`src/hw/rtl/tesp_pkg.sv`:
```
package tesp_pkg;

  localparam int unsigned     MAX_NAME_LEN = 4095;
  localparam longint unsigned MAX_ENTRIES  = 64'd65535;

  localparam logic [11:0] NAME_CAP  =
    (MAX_NAME_LEN < 4095) ? 12'(MAX_NAME_LEN) : 12'd4095;
  localparam logic [15:0] ENTRY_CAP =
    (MAX_ENTRIES < 64'd65535) ? 16'(MAX_ENTRIES) : 16'hFFFF;

  localparam int unsigned OUT_TDATA_W = 88;
  localparam int unsigned OUT_TUSER_W = 3;

  localparam logic [2:0] KIND_MODE  = 3'd0;
  localparam logic [2:0] KIND_SPACE = 3'd1;
  localparam logic [2:0] KIND_NAME  = 3'd2;
  localparam logic [2:0] KIND_NEND  = 3'd3;
  localparam logic [2:0] KIND_ID    = 3'd4;
  localparam logic [2:0] KIND_DISC  = 3'd5;

  localparam logic [2:0] ERR_NONE      = 3'd0;
  localparam logic [2:0] ERR_BAD_DIGIT = 3'd1;
  localparam logic [2:0] ERR_END_MODE  = 3'd2;
  localparam logic [2:0] ERR_END_NAME  = 3'd3;
  localparam logic [2:0] ERR_END_ID    = 3'd4;

  localparam logic [7:0] CH_0     = 8'h30;
  localparam logic [7:0] CH_7     = 8'h37;
  localparam logic [7:0] CH_SPACE = 8'h20;
  localparam logic [7:0] CH_NUL   = 8'h00;

  typedef struct packed {
    logic [7:0] data_byte;
    logic       last_byte;
  } item_t;

  typedef struct packed {
    logic [2:0]  byte_kind;
    logic [7:0]  byte_value;
    logic [11:0] field_offset;
    logic        entry_done;
    logic [31:0] entry_mode;
    logic [15:0] entry_index;
    logic [11:0] name_length;
    logic        error_flag;
    logic [2:0]  error_code;
    logic        object_done;
  } res_t;

endpackage

```
`src/hw/rtl/tesp_in_reg.sv`:
```
module tesp_in_reg
  import tesp_pkg::*;
(
  input  logic  clk,
  input  logic  rst_n,
  input  logic  in_valid,
  output logic  in_ready,
  input  item_t in_item,
  output logic  s_valid,
  input  logic  s_ready,
  output item_t s_item
);

  logic  valid_r;
  logic  valid_nxt;
  item_t item_r;

  assign in_ready  = !valid_r || s_ready;
  assign valid_nxt = in_ready ? in_valid : valid_r;

  always_ff @(posedge clk) begin
    if (!rst_n) begin
      valid_r <= 1'b0;
    end else begin
      valid_r <= valid_nxt;
    end
  end

  always_ff @(posedge clk) begin
    if (in_valid && in_ready) begin
      item_r <= in_item;
    end
  end

  assign s_valid = valid_r;
  assign s_item  = item_r;

endmodule

```
`src/hw/rtl/tesp_step.sv`:
```
module tesp_step
  import tesp_pkg::*;
#(
  parameter int unsigned OID_BYTES = 20
) (
  input  logic  clk,
  input  logic  rst_n,
  input  logic  adv,
  input  item_t s_item,
  output res_t  res
);

  localparam int unsigned IdW = (OID_BYTES > 1) ? $clog2(OID_BYTES) : 1;
  localparam logic [IdW-1:0] ID_LAST = IdW'(OID_BYTES - 1);

  localparam logic [1:0] PH_MODE = 2'd0;
  localparam logic [1:0] PH_NAME = 2'd1;
  localparam logic [1:0] PH_ID   = 2'd2;

  logic [1:0]     phase_r,    phase_nxt;
  logic [31:0]    acc_r,      acc_nxt;
  logic [IdW-1:0] id_off_r,   id_off_nxt;
  logic [11:0]    name_cnt_r, name_cnt_nxt;
  logic [15:0]    entry_r,    entry_nxt;
  logic           err_seen_r, err_seen_nxt;

  logic [7:0] b;
  logic       last;
  logic [2:0] kind;
  logic [2:0] err;

  assign b    = s_item.data_byte;
  assign last = s_item.last_byte;

  always_comb begin
    phase_nxt    = phase_r;
    acc_nxt      = acc_r;
    id_off_nxt   = id_off_r;
    name_cnt_nxt = name_cnt_r;
    entry_nxt    = entry_r;
    err_seen_nxt = err_seen_r;
    kind         = KIND_DISC;
    err          = ERR_NONE;
    res          = '0;

    if (!err_seen_r) begin
      unique case (phase_r)
        PH_MODE: begin
          if (b == CH_SPACE) begin
            kind         = KIND_SPACE;
            phase_nxt    = PH_NAME;
            name_cnt_nxt = '0;
            if (last) err = ERR_END_NAME;
          end else if (b >= CH_0 && b <= CH_7) begin
            kind    = KIND_MODE;
            acc_nxt = {acc_r[28:0], b[2:0]};
            if (last) err = ERR_END_MODE;
          end else begin
            err = ERR_BAD_DIGIT;
          end
        end
        PH_NAME: begin
          res.field_offset = name_cnt_r;
          if (b != CH_NUL) begin
            kind = KIND_NAME;
            if (name_cnt_r < NAME_CAP) name_cnt_nxt = name_cnt_r + 12'd1;
            if (last) err = ERR_END_NAME;
          end else begin
            kind       = KIND_NEND;
            phase_nxt  = PH_ID;
            id_off_nxt = '0;
            if (last) err = ERR_END_ID;
          end
        end
        PH_ID: begin
          kind             = KIND_ID;
          res.field_offset = 12'(id_off_r);
          if (id_off_r == ID_LAST) begin
            res.entry_done  = 1'b1;
            res.entry_mode  = acc_r;
            res.entry_index = entry_r;
            res.name_length = name_cnt_r;
            if (entry_r < ENTRY_CAP) entry_nxt = entry_r + 16'd1;
            acc_nxt      = '0;
            id_off_nxt   = '0;
            name_cnt_nxt = '0;
            phase_nxt    = PH_MODE;
          end else begin
            id_off_nxt = id_off_r + IdW'(1);
            if (last) err = ERR_END_ID;
          end
        end
        default: begin
          phase_nxt = PH_MODE;
        end
      endcase
    end

    if (err != ERR_NONE) err_seen_nxt = 1'b1;

    if (last) begin
      phase_nxt    = PH_MODE;
      acc_nxt      = '0;
      id_off_nxt   = '0;
      name_cnt_nxt = '0;
      entry_nxt    = '0;
      err_seen_nxt = 1'b0;
    end

    res.byte_kind   = kind;
    res.byte_value  = b;
    res.error_flag  = (err != ERR_NONE);
    res.error_code  = err;
    res.object_done = last;
  end

  always_ff @(posedge clk) begin
    if (!rst_n) begin
      phase_r    <= PH_MODE;
      acc_r      <= '0;
      id_off_r   <= '0;
      name_cnt_r <= '0;
      entry_r    <= '0;
      err_seen_r <= 1'b0;
    end else if (adv) begin
      phase_r    <= phase_nxt;
      acc_r      <= acc_nxt;
      id_off_r   <= id_off_nxt;
      name_cnt_r <= name_cnt_nxt;
      entry_r    <= entry_nxt;
      err_seen_r <= err_seen_nxt;
    end
  end

endmodule

```
`src/hw/rtl/tesp_out_reg.sv`:
```
module tesp_out_reg
  import tesp_pkg::*;
(
  input  logic                   clk,
  input  logic                   rst_n,
  input  logic                   s_valid,
  output logic                   s_ready,
  input  res_t                   s_res,
  output logic                   out_tvalid,
  input  logic                   out_tready,
  output logic [OUT_TDATA_W-1:0] out_tdata,
  output logic [OUT_TUSER_W-1:0] out_tuser,
  output logic                   out_tlast
);

  logic valid_r;
  logic valid_nxt;
  res_t res_r;

  assign s_ready   = !valid_r || out_tready;
  assign valid_nxt = s_ready ? s_valid : valid_r;

  always_ff @(posedge clk) begin
    if (!rst_n) begin
      valid_r <= 1'b0;
    end else begin
      valid_r <= valid_nxt;
    end
  end

  always_ff @(posedge clk) begin
    if (s_valid && s_ready) begin
      res_r <= s_res;
    end
  end

  assign out_tvalid = valid_r;
  assign out_tdata  = {3'b000, res_r.error_code, res_r.error_flag, res_r.name_length,
                       res_r.entry_index, res_r.entry_mode, res_r.entry_done,
                       res_r.field_offset, res_r.byte_value};
  assign out_tuser  = res_r.byte_kind;
  assign out_tlast  = res_r.object_done;

endmodule

```
`src/hw/rtl/tree_entry_stream_parser_core.sv`:
```
// Tree object entry parser, one content byte per item.
// Input channel in_*: in_tdata is the content byte, in_tlast marks the final
// byte of the object. Output channel out_*: one result item per input byte;
// out_tuser is the byte kind, out_tlast copies the input's last marker.
// Entry mode, index and name length ride on the item of the last id byte.
// The byte lands in the input register on accept, the parse step then loads the
// result register and out_tvalid rises.
// Throughput: one byte per cycle while out_tready does not stall the result
// register; the parse step updates its state once per accepted byte.
// Reset (rst_n low, synchronous) empties both registers and returns the
// parser to the start of an object; the final byte of an object does the same.
// A stall on out_tready holds the result; at most one more byte is taken
// into the input register, then in_tready drops until the result is taken.
module tree_entry_stream_parser_core
  import tesp_pkg::*;
#(
  parameter int unsigned OID_BYTES = 20
) (
  input  logic                   clk,
  input  logic                   rst_n,
  input  logic                   in_tvalid,
  output logic                   in_tready,
  input  logic [7:0]             in_tdata,   // data_byte
  input  logic                   in_tlast,
  output logic                   out_tvalid,
  input  logic                   out_tready,
  // byte_value, field_offset, entry_done, entry_mode, entry_index,
  // name_length, error_flag, error_code, zero pad
  output logic [OUT_TDATA_W-1:0] out_tdata,
  output logic [OUT_TUSER_W-1:0] out_tuser,  // byte_kind
  output logic                   out_tlast
);

  item_t in_item;
  item_t s_item;
  logic  s_valid;
  logic  s_ready;
  res_t  s_res;

  assign in_item.data_byte = in_tdata;
  assign in_item.last_byte = in_tlast;

  tesp_in_reg u_in_reg (
    .clk      (clk),
    .rst_n    (rst_n),
    .in_valid (in_tvalid),
    .in_ready (in_tready),
    .in_item  (in_item),
    .s_valid  (s_valid),
    .s_ready  (s_ready),
    .s_item   (s_item)
  );

  tesp_step #(
    .OID_BYTES (OID_BYTES)
  ) u_step (
    .clk    (clk),
    .rst_n  (rst_n),
    .adv    (s_valid && s_ready),
    .s_item (s_item),
    .res    (s_res)
  );

  tesp_out_reg u_out_reg (
    .clk        (clk),
    .rst_n      (rst_n),
    .s_valid    (s_valid),
    .s_ready    (s_ready),
    .s_res      (s_res),
    .out_tvalid (out_tvalid),
    .out_tready (out_tready),
    .out_tdata  (out_tdata),
    .out_tuser  (out_tuser),
    .out_tlast  (out_tlast)
  );

endmodule

```
`config.mk`:
```
export PLATFORM = sky130hd
export DESIGN_NAME = tree_entry_stream_parser_core
export DESIGN_NICKNAME = d
export VERILOG_FILES = /design/src/hw/rtl/tesp_pkg.sv /design/src/hw/rtl/tesp_in_reg.sv /design/src/hw/rtl/tesp_step.sv /design/src/hw/rtl/tesp_out_reg.sv /design/src/hw/rtl/tree_entry_stream_parser_core.sv
export SDC_FILE = /design/constraint.sdc
export NUM_CORES = 1
export LEC_CHECK = 0
export ABC_CLOCK_PERIOD_IN_PS = 3000
export BUFFER_PORTS_ARGS = -buffer_cell sky130_fd_sc_hd__buf_2
export CORE_UTILIZATION = 47
export CTS_CLUSTER_SIZE = 25
export DETAILED_ROUTE_END_ITERATION = 10
export PLACE_DENSITY_LB_ADDON = 0.2
export SETUP_SLACK_MARGIN = 0.05
export SYNTH_ARGS = -nofsm -noshare
export SYNTH_HDL_FRONTEND = slang
export SYNTH_SLANG_ARGS = --single-unit
```
`constraint.sdc`:
```
create_clock -name clk -period 3 [get_ports clk]
set_input_delay 0.45 -clock clk [delete_from_list [all_inputs] [get_ports clk]]
set_output_delay 0.45 -clock clk [all_outputs]
set_load 0.1 [all_outputs]
```
# [Word level (Yosys, flattened, before mapping)]
# Index checks and enable logic that the tools add are counted.
[totals] regBits=168 latch_bits=0 ramBits=0 romBits=0 inputBits=13 output_inout_bits=94 elab_cells=112 memories=0
[classes] n_addsub=3 multipliers=0 div=0 order_cmp=4 eq_ne=12 shifts=0 mux=46 bitwise=2 n_reduce_logical=25
[ops] operator="$mux 32" count=5
[ops] operator="$mux 16" count=5
[ops] operator="$mux 12" count=6
[ops] operator="$pmux 32 s2" count=1
[ops] operator="$mux 61" count=1
[ops] operator="$pmux 12 s3" count=1
[ops] operator="$pmux 12 s2" count=1
[ops] operator="$mux 3" count=7
[ops] operator="$mux 5" count=4
[ops] operator="$pmux 3 s3" count=2
[ops] operator="$add 16x1->16 const B" count=1
[ops] operator="$lt 16x16->1 const B" count=1
[ops] operator="$mux 2" count=8
[ops] operator="$ne 3x2->1 const B" count=5
[ops] operator="$add 12x1->12 const B" count=1
[ops] operator="$lt 12x12->1 const B" count=1
[ops] operator="$pmux 5 s2" count=1
[ops] operator="$reduce_and 5->1" count=2
[ops] operator="$reduce_bool 3->1" count=3
[ops] operator="$eq 8x6->1 const B" count=1
[ops] operator="$ge 8x6->1 const B" count=1
[ops] operator="$le 8x6->1 const B" count=1
[ops] operator="$reduce_bool 2->1" count=4
[ops] operator="$reduce_bool 8->1" count=1
[ops] operator="20 further kinds" count=28

# [Longest topological paths before layout]
[depth] word_depth=9 depth_mapped=11 depth_no_buf=7

# [Cells and area by module]
# From an unflattened synthesis, not the netlist that was laid out.
[hier_totals] cells_unflattened=614 area_unflattened_um2=7141.8
[by_module_without_submodules] mod="tesp_step" n_inst=1 cells_each=501 area_each_um2=4051.4 seq_area_each_um2=1361.3
[by_module_without_submodules] mod="tesp_out_reg" n_inst=1 cells_each=98 area_each_um2=2756.4 seq_area_each_um2=2692.6
[by_module_without_submodules] mod="tesp_in_reg" n_inst=1 cells_each=14 area_each_um2=327.8 seq_area_each_um2=290.3
[by_module_without_submodules] mod="tree_entry_stream_parser_core" n_inst=1 cells_each=1 area_each_um2=6.3 seq_area_each_um2=0.0

# [Worst setup path before layout]
# No wires, ideal clock.
[synth_timing] path_type="register to register" startpoint="register u_out_reg.valid_r, in the netlist u_out_reg.out_tvalid" endpoint="register u_out_reg.res_r, in the netlist u_out_reg.out_tdata[0] (enable)" setup_ps=442 t_arrival_ps=2851 t_required_ps=2558 setup_slack_ps=-293 path_stages_with_launch=4 period_less_slack_ps=3293 cell_sequence="dfxtp_1 nand2b_1 nand2_1 inv_1"
[synth_between] elab_chain_len=3
[synth_lines] item="start: declaration" line_no="tesp_out_reg.sv:16" rtl="logic valid_r;"
[synth_lines] item="start signal: assignment" line_no="tesp_out_reg.sv:27" rtl="valid_r <= valid_nxt;"
[synth_lines] item="$logic_not 1->1" line_no="tesp_out_reg.sv:20" rtl="assign s_ready = !valid_r || out_tready;"
[synth_lines] item="$logic_or 1x1->1" line_no="tesp_out_reg.sv:20"
[synth_lines] item="$logic_and 1x1->1"
[synth_lines] item="via u_step.adv" line_no="tesp_step.sv:8" rtl="input logic adv,"
[synth_lines] item="end signal: assignment" line_no="tesp_out_reg.sv:33" rtl="res_r <= s_res;"
[synth_lines] item="end: declaration" line_no="tesp_out_reg.sv:18" rtl="res_t res_r;"
# The timed path passes the listed nets, and every way through them passes these cells.
# A chain may end at the register's enable or synchronous reset.

# [Worst setup path in the final report]
[layout_timing] startpoint="register u_step.id_off_r[0]" endpoint="register u_step.name_cnt_r[10]"
[layout_between] elab_chain_len=3
[layout_lines] item="start: declaration" line_no="tesp_step.sv:22" rtl="logic [IdW-1:0] id_off_r, id_off_nxt;"
[layout_lines] item="start signal: assignment" line_no="tesp_step.sv:128" rtl="id_off_r <= id_off_nxt;"
[layout_lines] item="$eq 5x5->1" line_no="tesp_step.sv:78" rtl="if (id_off_r == ID_LAST) begin"
[layout_lines] item="$ne 3x2->1 (no line)"
[layout_lines] item="$reduce_and 7->1 (no line)"
[layout_lines] item="end signal: assignment" line_no="tesp_step.sv:129" rtl="name_cnt_r <= name_cnt_nxt;"
[layout_lines] item="end: declaration" line_no="tesp_step.sv:23" rtl="logic [11:0] name_cnt_r, name_cnt_nxt;"
# No other way between the ends.

==> results.toml <==
[routing]
wire_length_per_cell_after_detailed_routing_um = 15.0
drt_iter0_markers = 327
routed-via-count = 4774
routed_via_density = 5.30
postRouteAntennaNets = 0
finalWirelength_um = 13500
drt_pre_antenna_iters = 4
drcViolationCount = 0

[die]
fp.dieH_um = 124
fp.dieW_um = 124
floorplan.initialDensity_pct = 48.0
std_cell_rows = 44
dieArea_sq_um = 15300
core_area_sq_um = 14500
ioPinCount = 107

[layout]
antenna_cells_inserted = 0
design.final.nets = 724
filler_cell_count = 1219
post_route_cells_drive_above_1_share_pct = 21.4
syn2layout_area_growth_pct = 19.0

[clock_tree]
cts_max_level = 4
cts_tree = "done"
post_cts_setup_buffer_count = 0
cts_root_buf = "clkbuf_16"
cts-hold-fix-buffers = 0
clk_path_buf_depth = 2
clk-insertion-delay-late_ns = 0.42
clk_pin_slew_worst_paths_ns = 0.07
numCtsBuffers = 17
cts_repair_resize_count = 0
numClockSinks = 168

[worst_setup_path]
path_common_cell = "or3b_1"
timing.critical_path.fanout_max = 25
worst-endpoint-arrival_ns = 3.15
criticalPathCategory = "register to register"
timing.critical_path.slowest_cell_delay_ns = 0.70
setup_slack_of_the_worst_register_to_register_path_ns = 0.20
r2r_start = "u_step.id_off_r[0]"
crit_path_start_kind = "register"
path_delay_family = "simple AND/OR/NAND/NOR gates"
path_buf_inv = 0
critical_path.endpoint = "u_step.name_cnt_r[10]"
timing.critical_path.depth = 6
worstRegToRegCells = 6
timing.critical_path.cells = "ha_1 -> or3b_1 -> o211a_1 -> or3b_1 -> or4_1 -> a21oi_1"
critical_path.slowest_cell = "or3b_1"
worst-endpoint-required_ns = 3.34
crit_path_from = "u_step.id_off_r[0]"
critical_path.endpoint_type = "register"
r2r_end = "u_step.name_cnt_r[10]"

[synthesis]
postSynth.topFlopCell = "edfxtp_1"
synth.distinct_cells = 48
synth_top_cell_area_share_pct = 42.3
syn_avg_cell_area_sq_um = 11.6
yosys-top-cells-area = "edfxtp_1, dfxtp_1, and2_1"
synth.ff_latch_count = 168
synthArstFlopShare_pct = 0
synthTopCellsByCount = "edfxtp_1, nand2_1, and2_1"
yosys.area.top_type = "edfxtp_1"
synth-seq-area-share_pct = 62.4
synth.most_common_cell = "edfxtp_1"
yosys_warnings = 0
mappedNetlistArea_sq_um = 6960
number_of_enable_type_register_cells_in_the_synthesized_netlist = 98
syn-instance-count = 599

[timing]
maxClockFrequency_ghz = 0.357
final.setup_skew_ns = 0.0119
layout_setup_ws_ns = 0.197
tightest_slew_ns = 0.808
setup_viol_count_final = 0
max_slew_violations = 0
slew_headroom_pct = 45.5
tns_ns = 0
finalCriticalPeriod_ns = 2.80
min_period_over_period_pct = 93.4
rsz0062_at_grt = "no"
timing.final.hold_violations = 0

[power]
switching_share_of_power_pct = 27.6
vdd_ir_drop_max_mv = 0.426
power.density_nw_per_um2 = 646
clock_power_share_pct = 39.9
leakage_nw = 2.86
seq_power_share_pct = 47.5
p_int_mw = 3.87
p_comb_share_pct = 12.5
p_sw_mw = 1.48

[global_route]
antenna_found_initial = 0
global_router_s_overall_resource_usage_pct = 18.4
grt_pass1_wl_um = 21600
grt_max_degree = 64
remaining_global_route_overflow = 0
first_global_vias = 4370

[placement]
place.detailed.hpwl_um = 9150
gpl_congestion = 0.814
preCtsSetupSlack_ns = 0.234
port_buffers = 103

[flow_run]
drv_cap = 0

[outcome]
run_status = "finished, final reports clean"

[min_path]
timing.hold.worst.class = "input port to register"
[flip-flops by register name, indices dropped and copies added (netlist names)]
signal and cells:
u_out_reg.out_tvalid 1, u_out_reg.out_tlast 1, u_out_reg.out_tuser 3, u_step.acc_r 32
u_in_reg.s_valid 1, u_in_reg.s_item 9, u_out_reg.out_tdata 85, u_step.phase_r 2
u_step.entry_r 16, u_step.id_off_r 5, u_step.err_seen_r 1, u_step.name_cnt_r 12
[routing by layer]
layer | GRT usage, % | wire, um | vias up | part of all wire (%)
met4 | 7.08 | 195 | 0 | 1.4
met1 | 24.1 | 6220 | 2296 | 46
met5 | 0 | 0 | - | 0
li1 | - | - | 2364 | -
met3 | 4.08 | 534 | 15 | 4.0
met2 | 29.8 | 6570 | 99 | 49
[worst min path at each step]
stage	startpoint	endpoint	slack, ns	depth (start not counted)
floorplan	u_step.acc_r[29]	u_step.acc_r[29]	0.43	2
finish	in_tdata[2]	u_in_reg.s_item[3]	0.20	1
global placement	u_step.acc_r[31]	u_step.acc_r[31]	0.44	2
global route	in_tdata[1]	u_in_reg.s_item[2]	0.18	1
detailed placement	u_step.acc_r[31]	u_step.acc_r[31]	0.45	2
CTS	in_tdata[2]	u_in_reg.s_item[3]	0.18	1
[layout make-up]
type	count	area, sq um	share of cell area [%]
multi-input combinational	391	2450	29.5
clock inverter	10	121	1.47
tap	184	230	2.78
inverter	10	41.3	0.499
sequential	168	4350	52.5
timing repair buffer	115	631	7.62
clock buffer	22	464	5.61
[logic make-up (layout without fill, tap and decap cells)]
| group | after synthesis | after routing | synth area share (%) |
|---|---|---|---|
| fa+ha+maj | 8 | 8 | 1.44 |
| xor+xnor | 6 | 6 | 0.755 |
| compound gates | 76 | 76 | 7.16 |
| mux | 36 | 36 | 5.18 |
| other cells | 1 | 3 | 0.0539 |
| buf+inv | 42 | 157 | 2.61 |
| simple gates | 262 | 262 | 20.4 |
| flops | 168 | 168 | 62.4 |
[placed cells by master (no fill, tap or decap), drive strengths merged, types with 5 or more instances in the layout]
master	synthesis	final
and3	7	7
nor2	17	17
nand2	85	85
a22oi	5	5
or4	15	15
o211ai	5	5
and2	74	74
o31ai	16	16
dfxtp	70	70
a21oi	28	28
clkbuf	24	22
buf	8	115
nor3	7	7
nor2b	5	5
edfxtp	98	98
inv	10	10
xnor2	6	6
mux2i	36	36
nand4	8	8
ha	8	8
or3	10	10
nor4b	5	5
nand3	14	14
o21ai	10	10
[metrics by stage]
| step | cell area (sq um) | instances | hold slack, ns | util (%) | total power, mW |
|---|---|---|---|---|---|
| 2_1_floorplan | 6970 | 601 | 0.430 | - | 3.16 |
| 3_3_place_gp | 7690 | 868 | 0.443 | 53.1 | 3.26 |
| 3_5_place_dp | 7690 | 868 | 0.453 | 53.1 | 3.27 |
| 4_1_cts | 8280 | 900 | 0.183 | 57.2 | 5.39 |
| 5_1_grt | 8280 | 900 | 0.179 | 57.2 | 5.51 |
| 6_report | 8280 | 900 | 0.196 | 57.2 | 5.35 |
[power by group through the flow]
| stage | Clock, mW | Sequential [mW] | Combinational, mW |
|---|---|---|---|
| after floorplan | 0 | 3.02 | 0.136 |
| after global placement | 0 | 2.59 | 0.670 |
| after detailed placement | 0 | 2.59 | 0.674 |
| after CTS | 2.17 | 2.54 | 0.674 |
| after global routing | 2.27 | 2.55 | 0.695 |
| final | 2.14 | 2.54 | 0.670 |
No activity file was read; power rests on OpenSTA's default activity.
